$ cat src/sv/bba_pkg.sv
package bba_pkg;

  // Bitmap word geometry: the map is stored as words of 32 block bits.
  localparam int WORD_BITS  = 32;
  localparam int WORD_IDX_W = 5;

  // Field widths of the items.
  localparam int BLOCK_W  = 12;
  localparam int TRACK_W  = 9;
  localparam int SECTOR_W = 4;
  localparam int FTRACK_W = 8;

  // Request codes.
  localparam logic [1:0] ACT_TEST      = 2'd0;
  localparam logic [1:0] ACT_MARK_USED = 2'd1;
  localparam logic [1:0] ACT_MARK_FREE = 2'd2;
  localparam logic [1:0] ACT_FIND_FREE = 2'd3;

  // Blocks 0 to 2 are in use after reset; they all sit in word 0.
  localparam logic [WORD_BITS-1:0] RESET_USED_MASK = 32'h0000_0007;

  // Find never returns blocks 0 and 1.
  localparam logic [WORD_BITS-1:0] LOW_BLOCK_MASK = 32'hFFFF_FFFC;

  // Floppy geometry: 18 sectors per track, two heads of 9 sectors.
  localparam int SECTORS_PER_TRACK = 18;
  localparam int SECTORS_PER_HEAD  = 9;

  // Division by 18 as a multiply by ceil(2^17 / 18); exact for 12-bit blocks.
  localparam int                RECIP_W     = 13;
  localparam logic [RECIP_W-1:0] RECIP_18   = 13'd7282;
  localparam int                RECIP_SHIFT = 17;
  localparam int                PROD_W      = BLOCK_W + RECIP_W;
  localparam int                QUOT_W      = PROD_W - RECIP_SHIFT;
  localparam int                REM_W       = 5;

  typedef struct packed {
    logic [1:0]         action;
    logic [BLOCK_W-1:0] block_index;
  } alloc_req_t;

  typedef struct packed {
    logic                flag;
    logic [BLOCK_W-1:0]  free_block;
    logic                head;
    logic [TRACK_W-1:0]  track;
    logic [SECTOR_W-1:0] sector;
  } alloc_rsp_t;

  // Lowest set bit of a word: {hit, position}.
  function automatic logic [WORD_IDX_W:0] first_one(input logic [WORD_BITS-1:0] v);
    logic                  hit;
    logic [WORD_IDX_W-1:0] pos;
    hit = 1'b0;
    pos = '0;
    for (int i = WORD_BITS - 1; i >= 0; i--) begin
      if (v[i]) begin
        hit = 1'b1;
        pos = WORD_IDX_W'(i);
      end
    end
    return {hit, pos};
  endfunction

endpackage

$ cat src/sv/bba_bitmap.sv
module bba_bitmap #(
  parameter int WORDS = 64,
  parameter int AW    = 6
) (
  input  logic                           clk_i,
  input  logic                           rst_ni,
  input  logic [AW-1:0]                  rd_addr_i,
  input  logic                           wr_en_i,
  input  logic [AW-1:0]                  wr_addr_i,
  input  logic [bba_pkg::WORD_BITS-1:0]  wr_data_i,
  output logic [bba_pkg::WORD_BITS-1:0]  rd_word_o
);

  logic [bba_pkg::WORD_BITS-1:0] mem_q [WORDS];
  logic [WORDS-1:0]              row_valid_q;
  logic [bba_pkg::WORD_BITS-1:0] rd_data_q;
  logic                          rd_valid_q;
  logic                          rd_zero_q;

  // Word storage with a registered read port.
  always_ff @(posedge clk_i) begin
    if (wr_en_i) begin
      mem_q[wr_addr_i] <= wr_data_i;
    end
    rd_data_q <= mem_q[rd_addr_i];
  end

  // One valid bit per row; a row never written reads as its reset contents.
  always_ff @(posedge clk_i or negedge rst_ni) begin
    if (!rst_ni) begin
      row_valid_q <= '0;
      rd_valid_q  <= 1'b0;
      rd_zero_q   <= 1'b0;
    end else begin
      if (wr_en_i) begin
        row_valid_q[wr_addr_i] <= 1'b1;
      end
      rd_valid_q <= row_valid_q[rd_addr_i];
      rd_zero_q  <= (rd_addr_i == '0);
    end
  end

  // Select stored data or the reset pattern of the row read.
  always_comb begin
    if (rd_valid_q) begin
      rd_word_o = rd_data_q;
    end else if (rd_zero_q) begin
      rd_word_o = bba_pkg::RESET_USED_MASK;
    end else begin
      rd_word_o = '0;
    end
  end

endmodule

$ cat src/sv/bba_geometry.sv
module bba_geometry (
  input  logic                          clk_i,
  input  logic                          load_i,
  input  logic [bba_pkg::BLOCK_W-1:0]   block_i,
  input  logic [bba_pkg::FTRACK_W-1:0]  first_track_i,
  output logic                          head_o,
  output logic [bba_pkg::TRACK_W-1:0]   track_o,
  output logic [bba_pkg::SECTOR_W-1:0]  sector_o
);

  logic [bba_pkg::BLOCK_W-1:0]  block_q;
  logic [bba_pkg::PROD_W-1:0]   prod_q;
  logic [bba_pkg::QUOT_W-1:0]   quot;
  logic [bba_pkg::BLOCK_W-1:0]  quot_x18;
  logic [bba_pkg::REM_W-1:0]    rem;

  // Reciprocal multiply for the division by 18, registered.
  always_ff @(posedge clk_i) begin
    if (load_i) begin
      block_q <= block_i;
      prod_q  <= bba_pkg::PROD_W'(block_i) * bba_pkg::PROD_W'(bba_pkg::RECIP_18);
    end
  end

  // Quotient, remainder and the split of the remainder over the two heads.
  always_comb begin
    quot     = prod_q[bba_pkg::PROD_W-1:bba_pkg::RECIP_SHIFT];
    quot_x18 = (bba_pkg::BLOCK_W'(quot) << 4) + (bba_pkg::BLOCK_W'(quot) << 1);
    rem      = bba_pkg::REM_W'(block_q - quot_x18);
    head_o   = (rem >= bba_pkg::REM_W'(bba_pkg::SECTORS_PER_HEAD));
    if (head_o) begin
      sector_o = bba_pkg::SECTOR_W'(rem - bba_pkg::REM_W'(bba_pkg::SECTORS_PER_HEAD - 1));
    end else begin
      sector_o = bba_pkg::SECTOR_W'(rem + 5'd1);
    end
    track_o = bba_pkg::TRACK_W'(quot) + bba_pkg::TRACK_W'(first_track_i);
  end

endmodule

$ cat src/sv/block_bitmap_allocator_unit.sv
// Free-block bitmap allocator. The map holds one used bit per block, stored as
// 32-bit words in an internal memory with one read and one write port; blocks
// 0 to 2 are used after reset, without any clearing pass. One item is handled
// at a time and in_stall_o stays high while it is in work. Test, mark-used
// and mark-free go through a word read, an evaluate and write step and a
// geometry step before the next item can be accepted; an index at or beyond
// NUM_BLOCKS skips the word read and evaluation. Find-free walks the map one
// word per cycle from word 0 until a word holds a free block or the last word
// has been read. Head, track and sector come from a registered reciprocal
// multiply for the division by 18. A finished result waits in the output
// register without holding up the next item's work until its own result is
// ready.
module block_bitmap_allocator_unit #(
  parameter int NUM_BLOCKS = 2048
) (
  input  logic                          clk_i,
  input  logic                          rst_ni,
  input  logic                          cfg_we_i,
  input  logic [bba_pkg::FTRACK_W-1:0]  cfg_wdata_i,
  input  logic                          in_valid_i,
  output logic                          in_stall_o,
  input  bba_pkg::alloc_req_t           in_item_i,
  output logic                          out_valid_o,
  input  logic                          out_stall_i,
  output bba_pkg::alloc_rsp_t           out_item_o
);

  localparam int WORDS = (NUM_BLOCKS + bba_pkg::WORD_BITS - 1) / bba_pkg::WORD_BITS;
  localparam int AW    = (WORDS > 1) ? $clog2(WORDS) : 1;
  localparam logic [AW-1:0] LAST_WORD = AW'(WORDS - 1);
  localparam logic [bba_pkg::WORD_BITS-1:0] LAST_MASK =
    {bba_pkg::WORD_BITS{1'b1}} >> (bba_pkg::WORD_BITS * WORDS - NUM_BLOCKS);

  localparam logic [1:0] ST_IDLE = 2'd0;
  localparam logic [1:0] ST_EVAL = 2'd1;
  localparam logic [1:0] ST_GEO  = 2'd2;

  logic [1:0]                        state_q, state_d;
  logic [1:0]                        action_q;
  logic [bba_pkg::BLOCK_W-1:0]       index_q;
  logic [AW-1:0]                     word_q, word_d;
  logic                              flag_q, flag_d;
  logic [bba_pkg::BLOCK_W-1:0]       found_q, found_d;
  logic [bba_pkg::FTRACK_W-1:0]      first_track_q;
  logic                              out_valid_q;
  bba_pkg::alloc_rsp_t               out_q;

  logic                              in_take;
  logic                              out_load;
  logic [bba_pkg::WORD_BITS-1:0]     rd_word;
  logic [bba_pkg::WORD_BITS-1:0]     bit_mask;
  logic                              cur_bit;
  logic [bba_pkg::WORD_BITS-1:0]     avail;
  logic [bba_pkg::WORD_IDX_W:0]      find_res;
  logic                              wr_en;
  logic [bba_pkg::WORD_BITS-1:0]     wr_data;
  logic                              geo_load;
  logic [bba_pkg::BLOCK_W-1:0]       geo_block;
  logic                              geo_head;
  logic [bba_pkg::TRACK_W-1:0]       geo_track;
  logic [bba_pkg::SECTOR_W-1:0]      geo_sector;

  assign in_stall_o  = (state_q != ST_IDLE);
  assign in_take     = in_valid_i && !in_stall_o;
  assign out_load    = (state_q == ST_GEO) && (!out_valid_q || !out_stall_i);
  assign out_valid_o = out_valid_q;
  assign out_item_o  = out_q;

  // Configuration register.
  always_ff @(posedge clk_i or negedge rst_ni) begin
    if (!rst_ni) begin
      first_track_q <= '0;
    end else if (cfg_we_i) begin
      first_track_q <= cfg_wdata_i;
    end
  end

  // Bitmap storage.
  bba_bitmap #(
    .WORDS(WORDS),
    .AW   (AW)
  ) u_bitmap (
    .clk_i    (clk_i),
    .rst_ni   (rst_ni),
    .rd_addr_i(word_d),
    .wr_en_i  (wr_en),
    .wr_addr_i(word_q),
    .wr_data_i(wr_data),
    .rd_word_o(rd_word)
  );

  // Geometry of the block concerned.
  bba_geometry u_geometry (
    .clk_i        (clk_i),
    .load_i       (geo_load),
    .block_i      (geo_block),
    .first_track_i(first_track_q),
    .head_o       (geo_head),
    .track_o      (geo_track),
    .sector_o     (geo_sector)
  );

  // Bit of the addressed block and free candidates of the current word.
  always_comb begin
    bit_mask = bba_pkg::WORD_BITS'(1) << index_q[bba_pkg::WORD_IDX_W-1:0];
    cur_bit  = rd_word[index_q[bba_pkg::WORD_IDX_W-1:0]];
    avail    = ~rd_word;
    if (word_q == LAST_WORD) begin
      avail = avail & LAST_MASK;
    end
    if (word_q == '0) begin
      avail = avail & bba_pkg::LOW_BLOCK_MASK;
    end
    find_res = bba_pkg::first_one(avail);
  end

  // Sequencer.
  always_comb begin
    state_d   = state_q;
    word_d    = word_q;
    flag_d    = flag_q;
    found_d   = found_q;
    wr_en     = 1'b0;
    wr_data   = rd_word;
    geo_load  = 1'b0;
    geo_block = index_q;
    case (state_q)
      ST_IDLE: begin
        if (in_take) begin
          flag_d  = 1'b0;
          found_d = '0;
          if (in_item_i.action == bba_pkg::ACT_FIND_FREE) begin
            word_d  = '0;
            state_d = ST_EVAL;
          end else if ({1'b0, in_item_i.block_index} <
                       (bba_pkg::BLOCK_W + 1)'(NUM_BLOCKS)) begin
            word_d  = in_item_i.block_index[bba_pkg::WORD_IDX_W +: AW];
            state_d = ST_EVAL;
          end else begin
            geo_load  = 1'b1;
            geo_block = in_item_i.block_index;
            state_d   = ST_GEO;
          end
        end
      end
      ST_EVAL: begin
        case (action_q)
          bba_pkg::ACT_TEST: begin
            flag_d   = cur_bit;
            geo_load = 1'b1;
            state_d  = ST_GEO;
          end
          bba_pkg::ACT_MARK_USED: begin
            flag_d   = !cur_bit;
            wr_en    = !cur_bit;
            wr_data  = rd_word | bit_mask;
            geo_load = 1'b1;
            state_d  = ST_GEO;
          end
          bba_pkg::ACT_MARK_FREE: begin
            flag_d   = cur_bit;
            wr_en    = cur_bit;
            wr_data  = rd_word & ~bit_mask;
            geo_load = 1'b1;
            state_d  = ST_GEO;
          end
          default: begin
            if (find_res[bba_pkg::WORD_IDX_W]) begin
              flag_d    = 1'b1;
              found_d   = bba_pkg::BLOCK_W'({word_q, find_res[bba_pkg::WORD_IDX_W-1:0]});
              geo_load  = 1'b1;
              geo_block = found_d;
              state_d   = ST_GEO;
            end else if (word_q == LAST_WORD) begin
              flag_d    = 1'b0;
              found_d   = '0;
              geo_load  = 1'b1;
              geo_block = '0;
              state_d   = ST_GEO;
            end else begin
              word_d = word_q + 1'b1;
            end
          end
        endcase
      end
      ST_GEO: begin
        if (out_load) begin
          state_d = ST_IDLE;
        end
      end
      default: begin
        state_d = ST_IDLE;
      end
    endcase
  end

  // Control registers.
  always_ff @(posedge clk_i or negedge rst_ni) begin
    if (!rst_ni) begin
      state_q     <= ST_IDLE;
      word_q      <= '0;
      out_valid_q <= 1'b0;
    end else begin
      state_q <= state_d;
      word_q  <= word_d;
      if (out_load) begin
        out_valid_q <= 1'b1;
      end else if (!out_stall_i) begin
        out_valid_q <= 1'b0;
      end
    end
  end

  // Item and result payload registers.
  always_ff @(posedge clk_i) begin
    if (in_take) begin
      action_q <= in_item_i.action;
      index_q  <= in_item_i.block_index;
    end
    flag_q  <= flag_d;
    found_q <= found_d;
    if (out_load) begin
      out_q.flag       <= flag_q;
      out_q.free_block <= found_q;
      out_q.head       <= geo_head;
      out_q.track      <= geo_track;
      out_q.sector     <= geo_sector;
    end
  end

  // The bitmap is written only while an item is being evaluated.
  assert property (@(posedge clk_i) disable iff (!rst_ni)
    wr_en |-> (state_q == ST_EVAL))
    else $error("bitmap write outside evaluation");

  // An accepted item raises in_stall_o, holding off the next one.
  assert property (@(posedge clk_i) disable iff (!rst_ni)
    in_take |=> in_stall_o)
    else $error("item accepted while previous one still in work");

  // A loaded result shows up as valid in the next cycle.
  assert property (@(posedge clk_i) disable iff (!rst_ni)
    out_load |=> out_valid_o)
    else $error("loaded result not presented");

  // A reported free block is never one of the two reserved blocks and is flagged.
  assert property (@(posedge clk_i) disable iff (!rst_ni)
    (out_valid_o && (out_item_o.free_block != '0)) |->
      (out_item_o.flag && (out_item_o.free_block >= bba_pkg::BLOCK_W'(2))))
    else $error("free block result out of range");

  // The output register only changes when it is empty or being drained.
  assert property (@(posedge clk_i) disable iff (!rst_ni)
    out_load |-> (!out_valid_o || !out_stall_i))
    else $error("result overwritten while stalled");

endmodule
$ cat config.mk
export PLATFORM = sky130hd
export DESIGN_NAME = block_bitmap_allocator_unit
export DESIGN_NICKNAME = d
export VERILOG_FILES = /design/src/sv/bba_pkg.sv /design/src/sv/bba_bitmap.sv /design/src/sv/bba_geometry.sv /design/src/sv/block_bitmap_allocator_unit.sv
export SDC_FILE = /design/constraint.sdc
export NUM_CORES = 2
export LEC_CHECK = 0
export ABC_AREA = 1
export BUFFER_PORTS_ARGS = -buffer_cell sky130_fd_sc_hd__buf_2
export CAP_MARGIN = 20
export CELL_PAD_IN_SITES_DETAIL_PLACEMENT = 0
export CELL_PAD_IN_SITES_GLOBAL_PLACEMENT = 1
export CORE_MARGIN = 5
export CORE_UTILIZATION = 48
export DETAILED_ROUTE_END_ITERATION = 16
export PLACE_DENSITY = 0.73
export SYNTH_ARGS = -nofsm -noshare
export SYNTH_HDL_FRONTEND = slang
export SYNTH_SLANG_ARGS = --single-unit
$ cat constraint.sdc
create_clock -name clk_i -period 6.8 [get_ports clk_i]
set_input_delay 0.34 -clock clk_i [delete_from_list [all_inputs] [get_ports clk_i]]
set_output_delay 0.34 -clock clk_i [all_outputs]
set_load 0.005 [all_outputs]
==> results.toml <==
[synth]
synth_area_leader_cell = "edfxtp_1"
netlist_instances = 7154
yosysMostFrequentCell = "edfxtp_1"
synth_top_family_by_area = "compound AO/OA/AOI/OAI gates"
synthAdderAreaFrac = 0.0189
synth_top_area_frac = 0.690
synth.area.mux_share = 0.000967
ys_types = 55
ys.flop_type = "edfxtp_1"
synth_area_leaders = "edfxtp_1, nor2_1, o32ai_1"
syn_avg_cell_area_sq_um = 12.8
synth_nets = 7303
synth-xor-area-share = 0.00267
synth_edf_count = 2113
synth_compound_area_frac = 0.124
ys_ff_latch = 2228
async_reset_ff_frac = 0.0373
synth_simple_gate_area_frac = 0.100
ys_warn_count = 0
yosysSeqAreaShare = 0.720
synth_common_cells = "edfxtp_1, nor2_1, o21ai_0, o32ai_1, clkbuf_1"
netlist_area_sq_um = 91900

[power]
p_leak_nw = 35.0
clock_power_share = 0.226
pwr-share-seq = 0.331
ir_worst_vdd_v = 0.000815
power.switching_mw = 21.7
comb_power_share = 0.442
netSwitchingFraction = 0.413
p_int_mw = 30.9
powerDensity_nw_per_um2 = 504

[worst_setup_path]
slowest_delay_ns = 0.52
path_class = "register to register"
start_kind = "register"
cp-end-kind = "register"
path_common_cell = "nand2_1"
required_ns = 7.41
worstPathArrival_ns = 7.03
slowest_stage = "fa_1"
crit_fanout = 27

[clocking]
path_clk_slew_ns = 0.07
h-tree-depth = 4
cts_tree = "done"
cts_buffers = 220
clock_path_buffers = 3
root_buffer = "clkbuf_16"
clk_latency_ns = 0.87
clock_sinks = 2228

[timing]
finalSetupTns_ns = 0
slew_headroom = 0.221
rsz0062_at_grt = "false"
finClkSkew_ns = 0.0418
tightest_slew_ns = 1.17
finalHoldViolCount = 0
setup_ws_ns = 0.384
finalCritPeriodShare = 0.943
slew_violations = 0
setup_viol = 0
period_minus_slack_ns = 6.42
fmax_mhz = 156

[global_route]
antenna_found_initial = 10
grt_pass1_wl_microns = 387000
grt_pass1_vias = 56900
grt.overflow.total = 0
grt.total_usage = 0.263
grt_max_degree = 152

[routing]
firstDrtPassIters = 6
totalWireLength_microns = 268000
ant_nets = 0
vias_per_cell = 6.08
drc = 0
vias = 60600
drtIter0Drc = 7632
drt-wirelength-per-cell_microns = 26.9

[placed_design]
portBuffers = 54
dpl.hpwl_microns = 153000
routabilityCongestion = 0.896
dpl_cell_area_sq_um = 96700
pre_cts_ws_ns = 0.0606

[cells_and_area]
syn_to_final_growth_pct = 13.5
multi_input_area_sq_um = 23600
fin_area_sq_um = 104000
fillCellCount = 15500
fin_nets = 7420
drive_gt1_frac = 0.117
seq_area_sq_um = 66200

[floorplan]
io_pins = 56
initial_core_util = 0.483
num_rows = 160
die_x_microns = 448
dieHeight_microns = 448
die_area_sq_um = 200000
fp.coreArea_sq_um = 190000

[status]
run_status = "complete, no violations"

[worst_hold_path]
hp-class = "input port to async pin"

[run]
cap_viol_max_count = 0
==> cell families after synthesis <==
family,count (synthesis)
adder cells (fa/ha/maj),122
flip-flops,2228
AND/OR/NAND/NOR,2354
XOR/XNOR,28
other,1
multiplexers,8
buffers and inverters,682
AO/OA/AOI/OAI,1731
==> state kept, by name, indices dropped and copies added, names as in the netlist <==
register and cells:
u_bitmap.mem_q 2048, index_q 12, out_valid_o 1, out_item_o 26, u_bitmap.rd_data_q 32, state_q 2, u_bitmap.rd_zero_q 1, u_geometry.prod_q 8
u_bitmap.rd_valid_q 1, first_track_q 8, action_q 2, word_q 6, flag_q 1, found_q 11, u_bitmap.row_valid_q 64, u_geometry.block_q 5
==> worst max-delay path: cells and delay by family (launching register included) <==
| kind | cells | cell delay (ns) |
|---|---|---|
| DFF | 1 | 0.44 |
| and+or+nand+nor | 10 | 0.91 |
| buffers and inverters | 8 | 0.74 |
| adders and majority gates | 6 | 2.35 |
| xor gates and xnor gates | 2 | 0.34 |
| AOI/OAI and AO/OA | 7 | 1.33 |
==> layout by cell type (no fill, tap or decap), types with 9 or more instances in the layout <==
cell type / synthesis / layout
clkbuf_8: 0 / 10
inv_1: 168 / 161
dlygate4sd3_1: 0 / 34
nor3_1: 26 / 24
ha_1: 94 / 90
dfxtp_1: 32 / 32
o311ai_1: 28 / 28
nand4_1: 13 / 13
buf_2: 76 / 53
nor2_2: 9 / 9
xor2_1: 22 / 22
bufinv_16: 0 / 15
or2_2: 49 / 49
edfxtp_1: 2113 / 2113
clkbuf_16: 0 / 220
o221ai_1: 122 / 122
nand3_1: 85 / 85
nand2_1: 255 / 252
buf_12: 0 / 47
clkinv_2: 0 / 40
o21ai_1: 206 / 209
inv_2: 16 / 20
nor2_4: 2 / 67
o32ai_1: 485 / 485
clkinv_1: 6 / 46
buf_4: 48 / 249
o22ai_1: 13 / 13
o21bai_1: 32 / 32
a21oi_1: 99 / 70
a21oi_4: 0 / 27
fa_1: 28 / 28
o21ai_0: 639 / 636
o211ai_1: 66 / 66
nor2_1: 1899 / 1834
clkbuf_1: 330 / 63
dfrtp_1: 83 / 82
==> cell type report <==
cell class / instances / area share
diodes: 7 / 0.000168
clock buffers: 293 / 0.0564
clock inverters: 118 / 0.0115
inverters: 192 / 0.00728
multi-input cells: 4244 / 0.227
flip-flops and latches: 2228 / 0.635
well taps: 2511 / 0.0301
repair buffers: 385 / 0.0333
==> final timing paths <==
path	from	to	slack [ns]	cells past startpoint
max	u_bitmap.rd_valid_q	u_geometry.prod_q[24]	0.38	33
min	rst_ni	first_track_q[7]	0.03	2
max reg2reg	u_bitmap.rd_valid_q	u_geometry.prod_q[24]	0.38	33
min reg2reg	found_q[7]	out_item_o[21]	0.42	0
max in group asynchronous	rst_ni	u_bitmap.rd_valid_q	5.52	3
min in group clk_i	in_item_i[6]	index_q[6]	0.25	2
==> stage by stage <==
step           cells   util  power, mW  hold WS (ns)
2_1_floorplan   7154      -       32.1        0.0444
3_3_place_gp    9518  0.507       40.2         0.396
3_5_place_dp    9520  0.508       40.2         0.405
4_1_cts         9965  0.547       52.1        0.0142
5_1_grt         9972  0.548       55.7        0.0524
6_report        9978  0.548       52.6        0.0350
==> power by group through the flow <==
stage	Clock, mW	Combinational [mW]	Sequential, mW
final	11.9	23.2	17.4
after global routing	12.6	25.6	17.4
after CTS	12.1	22.6	17.4
after detailed placement	0	22.5	17.7
after floorplan	0	14.3	17.8
after global placement	0	22.5	17.7
==> what timing repair did <==
action | CTS | global route
hold endpoints to repair | 70 | 0
endpoints found under the setup margin | 0 | 7
buffers inserted | 0 | 4
resized for setup | 0 | 22
hold buffers | 34 | 0
==> routing by layer <==
layer	track usage	vias to the layer above	routed length [microns]
met1	0.380	30500	114000
met5	0	-	0
met4	0.0981	0	9940
met3	0.0511	471	24900
li1	-	26900	-
met2	0.398	2714	119000
Note: power is estimated with default switching activity, not from simulation.
